$ cat src/hdl/hsl_pkg.sv
`default_nettype none

package hsl_pkg;

   // One request: a pixel in hue, saturation and lightness.
   typedef struct packed {
      logic [7:0] hue;
      logic [7:0] saturation;
      logic [7:0] lightness;
   } req_payload_type;

   // One result: the pixel in RGB888 and RGB565.
   typedef struct packed {
      logic [7:0]  red;
      logic [7:0]  green;
      logic [7:0]  blue;
      logic [15:0] packed_565;
   } rsp_payload_type;

   localparam int unsigned RSP_WIDTH = $bits(rsp_payload_type);

endpackage

`default_nettype wire

$ cat src/hdl/hsl_queue.sv
`default_nettype none

module hsl_queue #(
   parameter int unsigned WIDTH = 8,
   parameter int unsigned DEPTH = 4
) (
   input  wire logic                       clock,
   input  wire logic                       reset,
   input  wire logic                       push,
   input  wire logic [WIDTH-1:0]           push_data,
   input  wire logic                       pop,
   output logic      [WIDTH-1:0]           head_data,
   output logic                            empty,
   output logic      [$clog2(DEPTH+1)-1:0] count
);

   localparam int unsigned PW = (DEPTH > 1) ? $clog2(DEPTH) : 1;
   localparam int unsigned CW = $clog2(DEPTH+1);

   logic [WIDTH-1:0] store_ff [DEPTH];
   logic [PW-1:0]    wr_ptr_ff, wr_ptr_in;
   logic [PW-1:0]    rd_ptr_ff, rd_ptr_in;
   logic [CW-1:0]    count_ff, count_in;
   logic             do_push;
   logic             do_pop;

   // Callers keep push below the depth; pop is honoured only with data present.
   assign do_push = push;
   assign do_pop  = pop && (count_ff != '0);

   // Pointer and occupancy updates, wrapping at the depth.
   always_comb begin
      wr_ptr_in = wr_ptr_ff;
      rd_ptr_in = rd_ptr_ff;
      count_in  = count_ff;
      if (do_push) begin
         wr_ptr_in = (wr_ptr_ff == PW'(DEPTH-1)) ? '0 : wr_ptr_ff + PW'(1);
      end
      if (do_pop) begin
         rd_ptr_in = (rd_ptr_ff == PW'(DEPTH-1)) ? '0 : rd_ptr_ff + PW'(1);
      end
      if (do_push && !do_pop) begin
         count_in = count_ff + CW'(1);
      end else if (!do_push && do_pop) begin
         count_in = count_ff - CW'(1);
      end
   end

   always_ff @(posedge clock) begin
      if (reset) begin
         wr_ptr_ff <= '0;
         rd_ptr_ff <= '0;
         count_ff  <= '0;
      end else begin
         wr_ptr_ff <= wr_ptr_in;
         rd_ptr_ff <= rd_ptr_in;
         count_ff  <= count_in;
      end
   end

   // Entry storage carries payload only, so it has no reset.
   always_ff @(posedge clock) begin
      if (do_push) begin
         store_ff[wr_ptr_ff] <= push_data;
      end
   end

   assign head_data = store_ff[rd_ptr_ff];
   assign empty     = (count_ff == '0);
   assign count     = count_ff;

endmodule

`default_nettype wire

$ cat src/hdl/hsl_front.sv
`default_nettype none

module hsl_front #(
   parameter int unsigned FRACTION_BITS = 16,
   parameter int unsigned MID_DEPTH     = 4
) (
   input  wire logic                               clock,
   input  wire logic                               reset,
   input  wire logic                               req_push,
   output logic                                    req_full,
   input  wire hsl_pkg::req_payload_type           req_payload,
   input  wire logic [$clog2(MID_DEPTH+1)-1:0]     mid_count,
   output logic                                    mid_push,
   output logic      [5*(FRACTION_BITS+1)-1:0]     mid_data
);

   import hsl_pkg::*;

   localparam int unsigned F      = FRACTION_BITS;
   localparam int unsigned TW     = F + 1;
   localparam int unsigned CW     = $clog2(MID_DEPTH+1);
   localparam int unsigned ONE_I  = 1 << F;
   localparam logic [TW-1:0] ONE   = TW'(ONE_I);
   localparam logic [TW-1:0] THIRD = TW'(ONE_I / 3);
   localparam logic [TW-1:0] HALF  = TW'(ONE_I / 2);

   logic          valid_ff, valid_in;
   logic [F-1:0]  h_ff, h_in;
   logic [F-1:0]  s_ff, s_in;
   logic [F-1:0]  l_ff, l_in;
   logic [F-1:0]  ls_ff, ls_in;
   logic [2*F-1:0] ls_full;
   logic          accept;
   logic [CW:0]   occupancy;

   logic [TW-1:0] s_w, l_w, ls_w, l2_w;
   logic [TW-1:0] q_raw, p_val, q_val;
   logic [TW-1:0] tr_sum, tr_val, tg_val, tb_val;

   // A request is taken only when the queue can hold it and the one in flight.
   assign occupancy = {1'b0, mid_count} + (CW+1)'(valid_ff);
   assign req_full  = (occupancy >= (CW+1)'(MID_DEPTH));
   assign accept    = req_push && !req_full;

   // Input stage: scale the bytes into fractions and form l times s.
   assign h_in    = {req_payload.hue, (F-8)'(0)};
   assign s_in    = {req_payload.saturation, (F-8)'(0)};
   assign l_in    = {req_payload.lightness, (F-8)'(0)};
   assign ls_full = l_in * s_in;
   assign ls_in   = ls_full[2*F-1:F];
   assign valid_in = accept;

   always_ff @(posedge clock) begin
      if (reset) begin
         valid_ff <= 1'b0;
      end else begin
         valid_ff <= valid_in;
      end
   end

   always_ff @(posedge clock) begin
      if (accept) begin
         h_ff  <= h_in;
         s_ff  <= s_in;
         l_ff  <= l_in;
         ls_ff <= ls_in;
      end
   end

   // Classification: grey pixels collapse both intermediates onto the lightness.
   always_comb begin
      s_w  = {1'b0, s_ff};
      l_w  = {1'b0, l_ff};
      ls_w = {1'b0, ls_ff};
      l2_w = {l_ff, 1'b0};
      if (l_w < HALF) begin
         q_raw = l_w + ls_w;
      end else begin
         q_raw = l_w + s_w - ls_w;
      end
      p_val = (l2_w > q_raw) ? l2_w - q_raw : '0;
      q_val = (q_raw < p_val) ? p_val : q_raw;
      if (s_ff == '0) begin
         p_val = l_w;
         q_val = l_w;
      end
   end

   // Hue offsets per channel; a red hue of exactly one is kept as is.
   always_comb begin
      tr_sum = {1'b0, h_ff} + THIRD;
      tr_val = (tr_sum > ONE) ? tr_sum - ONE : tr_sum;
      tg_val = {1'b0, h_ff};
      tb_val = ({1'b0, h_ff} < THIRD) ? {1'b0, h_ff} + ONE - THIRD
                                      : {1'b0, h_ff} - THIRD;
   end

   assign mid_push = valid_ff;
   assign mid_data = {p_val, q_val, tr_val, tg_val, tb_val};

endmodule

`default_nettype wire

$ cat src/hdl/hsl_back.sv
`default_nettype none

module hsl_back #(
   parameter int unsigned FRACTION_BITS = 16,
   parameter int unsigned OUT_DEPTH     = 4
) (
   input  wire logic                               clock,
   input  wire logic                               reset,
   input  wire logic                               mid_empty,
   input  wire logic [5*(FRACTION_BITS+1)-1:0]     mid_data,
   output logic                                    mid_pop,
   input  wire logic [$clog2(OUT_DEPTH+1)-1:0]     out_count,
   output logic                                    out_push,
   output hsl_pkg::rsp_payload_type                out_data
);

   import hsl_pkg::*;

   localparam int unsigned F     = FRACTION_BITS;
   localparam int unsigned TW    = F + 1;
   localparam int unsigned KW    = F + 4;
   localparam int unsigned PRW   = TW + KW;
   localparam int unsigned VW    = F + 2;
   localparam int unsigned CHW   = VW + 8;
   localparam int unsigned CW    = $clog2(OUT_DEPTH+1);
   localparam int unsigned ONE_I = 1 << F;
   localparam logic [TW-1:0] SIXTH      = TW'(ONE_I / 6);
   localparam logic [TW-1:0] HALF       = TW'(ONE_I / 2);
   localparam logic [TW-1:0] TWO_THIRDS = TW'((2 * ONE_I) / 3);

   // Value taken outright, or the base of a ramp segment.
   function automatic logic [TW-1:0] seg_base(input logic [TW-1:0] t,
                                              input logic [TW-1:0] p,
                                              input logic [TW-1:0] q);
      logic [TW-1:0] r;
      if (t < SIXTH) begin
         r = p;
      end else if (t < HALF) begin
         r = q;
      end else begin
         r = p;
      end
      return r;
   endfunction

   // Ramp factor, six times the distance from the segment's p end, zero on flat parts.
   function automatic logic [KW-1:0] seg_factor(input logic [TW-1:0] t);
      logic [KW-1:0] x;
      logic [KW-1:0] r;
      x = '0;
      if (t < SIXTH) begin
         x = KW'(t);
      end else if (t >= HALF && t < TWO_THIRDS) begin
         x = KW'(TWO_THIRDS - t);
      end
      r = (x << 2) + (x << 1);
      return r;
   endfunction

   logic [TW-1:0]  p_w, q_w, d_w;
   logic [TW-1:0]  t_w [3];
   logic [CW+1:0]  occupancy;

   logic           v1_ff, v1_in;
   logic [TW-1:0]  base_ff [3];
   logic [TW-1:0]  base_in [3];
   logic [PRW-1:0] prod_ff [3];
   logic [PRW-1:0] prod_in [3];

   logic           v2_ff, v2_in;
   logic [7:0]     ch_ff [3];
   logic [7:0]     ch_in [3];
   logic [VW-1:0]  val_w [3];
   logic [CHW-1:0] scaled_w [3];

   // Credit check: the result queue must hold everything already in flight.
   assign occupancy = {2'b00, out_count} + (CW+2)'(v1_ff) + (CW+2)'(v2_ff);
   assign mid_pop   = !mid_empty && (occupancy < (CW+2)'(OUT_DEPTH));
   assign v1_in     = mid_pop;

   // Unpack the classified request.
   assign p_w    = mid_data[5*TW-1 -: TW];
   assign q_w    = mid_data[4*TW-1 -: TW];
   assign t_w[0] = mid_data[3*TW-1 -: TW];
   assign t_w[1] = mid_data[2*TW-1 -: TW];
   assign t_w[2] = mid_data[TW-1 -: TW];
   assign d_w    = q_w - p_w;

   // First stage: segment choice and the ramp product for each channel.
   always_comb begin
      for (int c = 0; c < 3; c++) begin
         base_in[c] = seg_base(t_w[c], p_w, q_w);
         prod_in[c] = PRW'(d_w) * PRW'(seg_factor(t_w[c]));
      end
   end

   // Second stage: add the ramp to its base and scale by 255.
   always_comb begin
      for (int c = 0; c < 3; c++) begin
         val_w[c]    = VW'(base_ff[c]) + VW'(prod_ff[c][PRW-1:F]);
         scaled_w[c] = (CHW'(val_w[c]) << 8) - CHW'(val_w[c]);
         ch_in[c]    = scaled_w[c][F+7:F];
      end
   end
   assign v2_in = v1_ff;

   always_ff @(posedge clock) begin
      if (reset) begin
         v1_ff <= 1'b0;
         v2_ff <= 1'b0;
      end else begin
         v1_ff <= v1_in;
         v2_ff <= v2_in;
      end
   end

   always_ff @(posedge clock) begin
      for (int c = 0; c < 3; c++) begin
         base_ff[c] <= base_in[c];
         prod_ff[c] <= prod_in[c];
         ch_ff[c]   <= ch_in[c];
      end
   end

   // Result assembly, including the RGB565 packing.
   assign out_push            = v2_ff;
   assign out_data.red        = ch_ff[0];
   assign out_data.green      = ch_ff[1];
   assign out_data.blue       = ch_ff[2];
   assign out_data.packed_565 = {ch_ff[0][7:3], ch_ff[1][7:2], ch_ff[2][7:3]};

endmodule

`default_nettype wire

$ cat src/hdl/hsl_to_rgb_converter_top.sv
`default_nettype none

// Channel   Direction  Handshake             Payload
// request   in         req_push / req_full   req_payload (hue, saturation, lightness)
// result    out        rsp_pop / rsp_empty   rsp_payload (red, green, blue, packed_565)
//
// One request is taken every clock cycle while req_full is low; a result passes through
// the front input stage, the middle queue, two back stages and the result queue.
// The front runs ahead of the back through a MID_DEPTH entry queue, and the back
// issues work only while the OUT_DEPTH entry result queue has room for it.
// Reset is synchronous and clears only the queue pointers, queue counts and stage valid bits.
// When results are not popped, the result queue fills, then the middle queue,
// and req_full rises.
module hsl_to_rgb_converter_top #(
   parameter int unsigned FRACTION_BITS = 16,
   parameter int unsigned MID_DEPTH     = 4,
   parameter int unsigned OUT_DEPTH     = 4
) (
   input  wire logic                     clock,
   input  wire logic                     reset,
   input  wire logic                     req_push,
   output logic                          req_full,
   input  wire hsl_pkg::req_payload_type req_payload,
   input  wire logic                     rsp_pop,
   output logic                          rsp_empty,
   output hsl_pkg::rsp_payload_type      rsp_payload
);

   import hsl_pkg::*;

   localparam int unsigned MW = 5 * (FRACTION_BITS + 1);

   logic                             mid_push;
   logic [MW-1:0]                    mid_wdata;
   logic                             mid_pop;
   logic [MW-1:0]                    mid_rdata;
   logic                             mid_empty;
   logic [$clog2(MID_DEPTH+1)-1:0]   mid_count;

   logic                             out_push;
   rsp_payload_type                  out_wdata;
   logic [RSP_WIDTH-1:0]             out_rdata;
   logic [$clog2(OUT_DEPTH+1)-1:0]   out_count;

   // Front: accepts requests and works out the intermediates and hue offsets.
   hsl_front #(
      .FRACTION_BITS (FRACTION_BITS),
      .MID_DEPTH     (MID_DEPTH)
   ) u_front (
      .clock       (clock),
      .reset       (reset),
      .req_push    (req_push),
      .req_full    (req_full),
      .req_payload (req_payload),
      .mid_count   (mid_count),
      .mid_push    (mid_push),
      .mid_data    (mid_wdata)
   );

   // Queue between front and back.
   hsl_queue #(
      .WIDTH (MW),
      .DEPTH (MID_DEPTH)
   ) u_mid_queue (
      .clock     (clock),
      .reset     (reset),
      .push      (mid_push),
      .push_data (mid_wdata),
      .pop       (mid_pop),
      .head_data (mid_rdata),
      .empty     (mid_empty),
      .count     (mid_count)
   );

   // Back: evaluates the channel segments and scales to bytes.
   hsl_back #(
      .FRACTION_BITS (FRACTION_BITS),
      .OUT_DEPTH     (OUT_DEPTH)
   ) u_back (
      .clock     (clock),
      .reset     (reset),
      .mid_empty (mid_empty),
      .mid_data  (mid_rdata),
      .mid_pop   (mid_pop),
      .out_count (out_count),
      .out_push  (out_push),
      .out_data  (out_wdata)
   );

   // Result queue seen by the consumer.
   hsl_queue #(
      .WIDTH (RSP_WIDTH),
      .DEPTH (OUT_DEPTH)
   ) u_out_queue (
      .clock     (clock),
      .reset     (reset),
      .push      (out_push),
      .push_data (out_wdata),
      .pop       (rsp_pop),
      .head_data (out_rdata),
      .empty     (rsp_empty),
      .count     (out_count)
   );

   assign rsp_payload = rsp_payload_type'(out_rdata);

endmodule

`default_nettype wire

$ cat config.mk
export PLATFORM = sky130hd
export DESIGN_NAME = hsl_to_rgb_converter_top
export DESIGN_NICKNAME = d
export VERILOG_FILES = /design/src/hdl/hsl_pkg.sv /design/src/hdl/hsl_queue.sv /design/src/hdl/hsl_front.sv /design/src/hdl/hsl_back.sv /design/src/hdl/hsl_to_rgb_converter_top.sv
export SDC_FILE = /design/constraint.sdc
export NUM_CORES = 2
export LEC_CHECK = 0
export BUFFER_PORTS_ARGS = -buffer_cell sky130_fd_sc_hd__buf_4
export CAP_MARGIN = 40
export CORE_MARGIN = 2
export CORE_UTILIZATION = 45
export CTS_CLUSTER_SIZE = 25
export DETAILED_ROUTE_END_ITERATION = 8
export SYNTH_ARGS = -nofsm -noshare
export SYNTH_HDL_FRONTEND = slang
export SYNTH_SLANG_ARGS = --single-unit
$ cat constraint.sdc
create_clock -name clock -period 25 [get_ports clock]
set_input_delay 3.75 -clock clock [delete_from_list [all_inputs] [get_ports clock]]
set_output_delay 3.75 -clock clock [all_outputs]
set_load 0.02 [all_outputs]
---- Word-level counts from Yosys, hierarchy flattened ----
Memories as Yosys holds them, arrays and structs flattened. A register that Yosys moved wholly into a read port is not among the register bits.
Index checks and enable logic that the tools add are counted.
storage, ports and cells
  memories kept ........................... 5
  bits in writable memories ............... 650
  logic and storage cells ................. 137
  output and inout port bits .............. 42
  bits of input ports ..................... 28
  bits in registers ....................... 57
memory list
  name                  words  bits a word  read ports  clocked after memory_dff  write ports  line             RTL
  u_mid_queue.store_ff  4      76           1           1                         1            hsl_queue.sv:20  logic [WIDTH-1:0] store_ff [DEPTH];
  u_out_queue.store_ff  4      40           1           1                         1            hsl_queue.sv:20
  u_back.prod_ff        3      37           3           0                         3            hsl_back.sv:67   logic [PRW-1:0] prod_ff [3];
  u_back.base_ff        3      17           3           0                         3            hsl_back.sv:65   logic [TW-1:0] base_ff [3];
  u_back.ch_ff          3      8            3           0                         3            hsl_back.sv:71   logic [7:0] ch_ff [3];
operators by class
  add/sub/neg operators ................... 33
  reductions and logical operators ........ 24
  multiply operators ...................... 4
  equal/unequal tests ..................... 4
  magnitude comparators ................... 19
  mux-type cells .......................... 35
operators with widths
  operator                                                                               count
  17-bit two-way mux                                                                     13
  19-bit two-way mux                                                                     6
  17-bit by 20-bit multiplier with 37-bit output                                         3
  17-bit by 16-bit less-than comparator with 1-bit output, second input constant         6
  24-bit by 18-bit subtractor with 24-bit output                                         3
  20-bit adder                                                                           3
  17-bit by 18-bit adder with 18-bit output                                              3
  16-bit by 17-bit subtractor with 18-bit output, first input constant                   3
  17-bit by 16-bit greater-or-equal comparator with 1-bit output, second input constant  3
  17-bit by 14-bit less-than comparator with 1-bit output, second input constant         3
  16-bit by 16-bit adder with 17-bit output                                              2
  17-bit subtractor                                                                      2
  16-bit by 15-bit adder with 17-bit output, second input constant                       1
  16-bit by 17-bit adder with 17-bit output, second input constant                       1
  17-bit greater-than comparator                                                         1
  17-bit greater-than comparator, second input constant                                  1
  17-bit less-than comparator                                                            1
  16-bit by 15-bit subtractor with 17-bit output, second input constant                  1
  17-bit by 15-bit subtractor with 17-bit output, second input constant                  1
  17-bit by 16-bit subtractor with 17-bit output                                         1
  17-bit subtractor, second input constant                                               1
  16-bit logical NOT                                                                     1
  16-bit by 15-bit less-than comparator with 1-bit output, second input constant         1
  16-bit less-than comparator, second input constant                                     1
  other kinds (17)                                                                       57

---- Logic depth before layout (Yosys ltp) ----
  word-level depth ........................ 8
  gate-level depth with buffers ........... 45
  mapped depth without buffers ............ 42

---- Hierarchy ----
Synthesis repeated with hierarchy kept, for this count alone.
unflattened totals
  cell total of the unflattened synthesis .. 6,218
  area, all modules ....................... 65,680.5 µm²
by module, submodules not included
  module                   sequential area each (µm²)  cells an instance  area an instance (µm²)  times used
  hsl_back                 2,622.5                     4,700              39,917.0                1
  hsl_queue (u_mid_queue)  10,390.0                    487                12,754.7                1
  hsl_front                1,221.2                     779                6,742.7                 1
  hsl_queue (u_out_queue)  4,984.8                     252                6,266.0                 1

---- Least setup slack after synthesis ----
OpenSTA, ideal clock, no wires.
  path type ............................... reg-to-reg
  start point ............................. register with a tool-made name
  end point ............................... memory u_back.prod_ff[0][33] in the netlist's numbering
  path slack .............................. 14,724 ps
  path buffers ............................ 6
  period minus slack after synthesis ...... 10,276 ps
  data required time ...................... 24,881 ps
  data arrival time ....................... 10,156 ps
  library setup time ...................... 119 ps
  stages on the path, launching flop included .. 38
  cell sequence ........................... dfxtp_1 > buf_6 > buf_6 > buf_2 > buf_2 > buf_1 > mux4_2 > fa_1 > a211oi_1 > o21ai_0 > a21oi_1 > a21oi_1 > a311o_1 > a21o_1 > a21oi_1 > xor2_1 > clkbuf_1 > nand2_1 > [2 not listed] > fa_1 > fa_1 > inv_1 > fa_1 > inv_1 > fa_1 > inv_1 > ha_1 > nand4_1 > or2_2 > nor3_1 > o2111ai_1 > a21boi_0 > o21a_1 > o21a_1 > o21a_1 > nor2_1 > xor2_1
RTL lines
  element    line
  to (decl)  hsl_back.sv:67

==> metrics <==
FF-to-FF path depth 40; status completed; via/cell ratio 5.223; met2 wire len 61,360 um; Die ar. 119,000 um2; fin nets 6,329; Top FF cell, synth edfxtp_1; vias in the first global route 36,160; RR Endpoint u_back.prod_ff[0][33]; Worst Hold Class reg -> reg; Hold EP u_out_queue.store_ff[0][18]; clk sinks 518; Fin. Hold Viols 0; arrival time worst endpoint 12.16 ns; Max-slew headroom 33.51%; TNS Setup 0 ns; antenna viol nets, final 0; met3 wire len 8244 um; # hold bufs at CTS 0; HP Start u_back.ch_ff[0][18]; Cell variety after synth 90; Mapped Avg Cell Area 10.44 um2; GRT Total Usage 22.78%; post-synthesis sequential area ratio 26.86%; largest net degree at the start of global routing 59; Setup CP Type reg -> reg; layout cell share with drive strength beyond 1 8.035%; Die Y 345.0 um; #FFs+latches synth 518; ys async rst share 0%; Critical Path End Type flip-flop; Clock Skew 0.03421 ns; Remaining DRCs 0; Worst-Skew Late Latency 0.69 ns; Tmin final 11.60 ns; Critical Path Max Stage Delay 0.65 ns; RSZ-0062 raised after global routing no; core area 115,700 um2; metal1 wirelength 56,160 um; Post-DP HPWL 102,300 um; final setup fails 0; GRT Residual Overflow 0; CTS tree yes; Max-Cap Viols 0; CP required 25.56 ns; Worst R2R Setup Slack 13.40 ns; routed via count 34,810; Post-synth EDFFs 368; total iterations of the first detailed-routing run 6; initial core utilization 45.20%; wirelength, routed 130,000 um; antenna violations before repair 6; max frequency 0.08624 GHz; hold depth 0; first-pass GRT wire length 207,100 um; Fillers 10,690; GPL Wtd Cong 0.8952; Final Util 49.33%; Die W 345.0 um; clk root buf clkbuf_16; routed len/inst 19.50 um; clock transition at the registers of the reported paths 0.06 ns; num rows 125; count of synthesis-stage warnings from yosys 0; Area Overhead vs Synth 9.129%; post_cts resized 0; H-tree levels 2; crit-path most repeated cell fa_1; number of buffers created by CTS 57; number of port buffers 69; DR iter-0 viols 2,229; Worst-Margin Slew 0.9888 ns; Max FO, Critical Path 58; Post-CTS Setup Bufs 0; Synth Instances 5,009; Setup crit start kind flip-flop; I/O pin total 70; slowest CP cell buf_4; synthesized cell area 52,320 um2; Max Used Layer met5; CTS Buffer Depth 3; Final Cycle Share 46.38%; max-slew violation count 0
-- sequential cells by signal (all words and copies together) (netlist names), named ones only --
name	flops
u_mid_queue.wr_ptr_ff	2
u_front.ls_ff	16
u_out_queue.rd_ptr_ff	2
u_out_queue.count	3
u_back.ch_ff	24
u_back.prod_ff	54
u_mid_queue.store_ff	232
u_mid_queue.rd_ptr_ff	2
u_back.v1_ff	1
u_back.base_ff	51
u_front.l_ff	8
u_mid_queue.count	3
u_out_queue.store_ff	96
u_out_queue.wr_ptr_ff	2
u_front.s_ff	8
u_front.mid_push	1
u_front.h_ff	8
u_back.out_push	1
-- critical path, delay by kind of cell, from the launching register on --
kind                     cells  cell delay (ns)
adder cells (fa/ha/maj)      9             4.04
AO/OA/AOI/OAI               12             2.57
XOR/XNOR                     2             0.30
flip-flops                   1             0.31
buffers and inverters        8             1.45
AND/OR/NAND/NOR              8             2.21
multiplexers                 1             0.58
-- cells in the mapped netlist (9+ instances only) --
cell type	n	area, um2
inv_1	998	3746
fa_1	711	14230
ha_1	499	6243
nand2_1	466	1749
nor2_1	396	1486
edfxtp_1	368	11050
xnor2_1	162	1419
o21ai_0	151	755.7
dfxtp_1	150	3003
a21oi_1	137	685.7
clkbuf_1	109	409.1
and2_1	83	519.3
xor2_1	83	727.0
mux4_2	82	1847
nand2b_1	77	481.7
a21o_1	70	525.5
nor3_1	45	225.2
o21a_1	31	232.7
nor2b_1	30	187.7
nand3_1	29	145.1
o21bai_1	28	210.2
and3_1	19	118.9
or3_1	19	118.9
buf_4	17	127.6
o31ai_1	16	120.1
a31oi_1	15	93.84
a211oi_1	14	105.1
or2_2	13	81.33
buf_1	12	45.04
a21boi_0	11	82.58
mux2i_1	11	110.1
a2111oi_0	9	78.83
nand4_1	9	56.30
-- cells in the final DEF (no fill, tap or decap), drive strengths merged, types with 13 or more instances in the layout --
master  netlist  layout
clkbuf      109      83
nand2b       77      77
nor3         46      46
and3         19      19
nand2       466     466
a211oi       14      14
dfxtp       150     150
nor2        397     397
edfxtp      368     368
a31oi        16      16
o31ai        18      18
mux4         82      82
o21ai       157     157
fa          711     711
or3          19      19
a21o         70      70
or2          13      13
nand3        29      29
a21oi       140     140
o21bai       28      28
o21a         31      31
buf          38     159
xnor2       163     163
xor2         86      86
nor2b        30      30
and2         83      83
inv         999    1002
ha          499     499
clkinv        0      14
-- through the flow --
stage | std cells | setup WS (ns) | area [um2] | hold slack, ns
floorplan | 5020 | 14.72 | 52360 | 0.4383
global placement | 6542 | 13.26 | 54880 | 0.4551
detailed placement | 6555 | 13.52 | 55110 | 0.4576
CTS | 6663 | 13.50 | 57080 | 0.4718
global route | 6664 | 12.66 | 57090 | 0.5000
finish | 6665 | 13.40 | 57090 | 0.4719
-- metal layers --
layer	global-route usage, %	up-vias
met2	37.88	1013
met5	0	-
met3	3.628	189
li1	-	16190
met1	30.83	17410
met4	6.620	4
-- layout make-up --
cell class | instances | area (um2) | area share (%)
multi-input cells | 3356 | 34080 | 59.69
flip-flops and latches | 518 | 14060 | 24.63
inverters | 999 | 3750 | 6.568
well taps | 1524 | 1907 | 3.340
clock buffers | 83 | 1612 | 2.823
repair buffers | 159 | 1326 | 2.323
clock inverters | 25 | 359.1 | 0.6290
diodes | 1 | 2.502 | 0.004383
-- worst max-delay path by stage --
stage	end	slack (ns)	depth (start not counted)
final	u_back.prod_ff[0][33]	13.40	40
after floorplan	u_back.prod_ff[0][33]	14.72	37
after CTS	u_back.prod_ff[0][33]	13.50	40
after global placement	u_back.prod_ff[0][33]	13.26	37
after detailed placement	u_back.prod_ff[0][33]	13.52	40
after global routing	u_back.prod_ff[0][70]	12.66	42
-- cell families after synthesis --
logic type / after synthesis / share of synthesized area (%)
buffers and inverters: 1146 / 8.402
multiplexers: 101 / 3.913
flip-flops: 518 / 26.86
XOR/XNOR: 251 / 4.334
adder cells (fa/ha/maj): 1210 / 39.14
AND/OR/NAND/NOR: 1226 / 10.49
other: 1 / 0.007168
AO/OA/AOI/OAI: 556 / 6.850
Power is not shown: default switching activity piles up to over one toggle a cycle in this logic, so the estimate is an artifact.
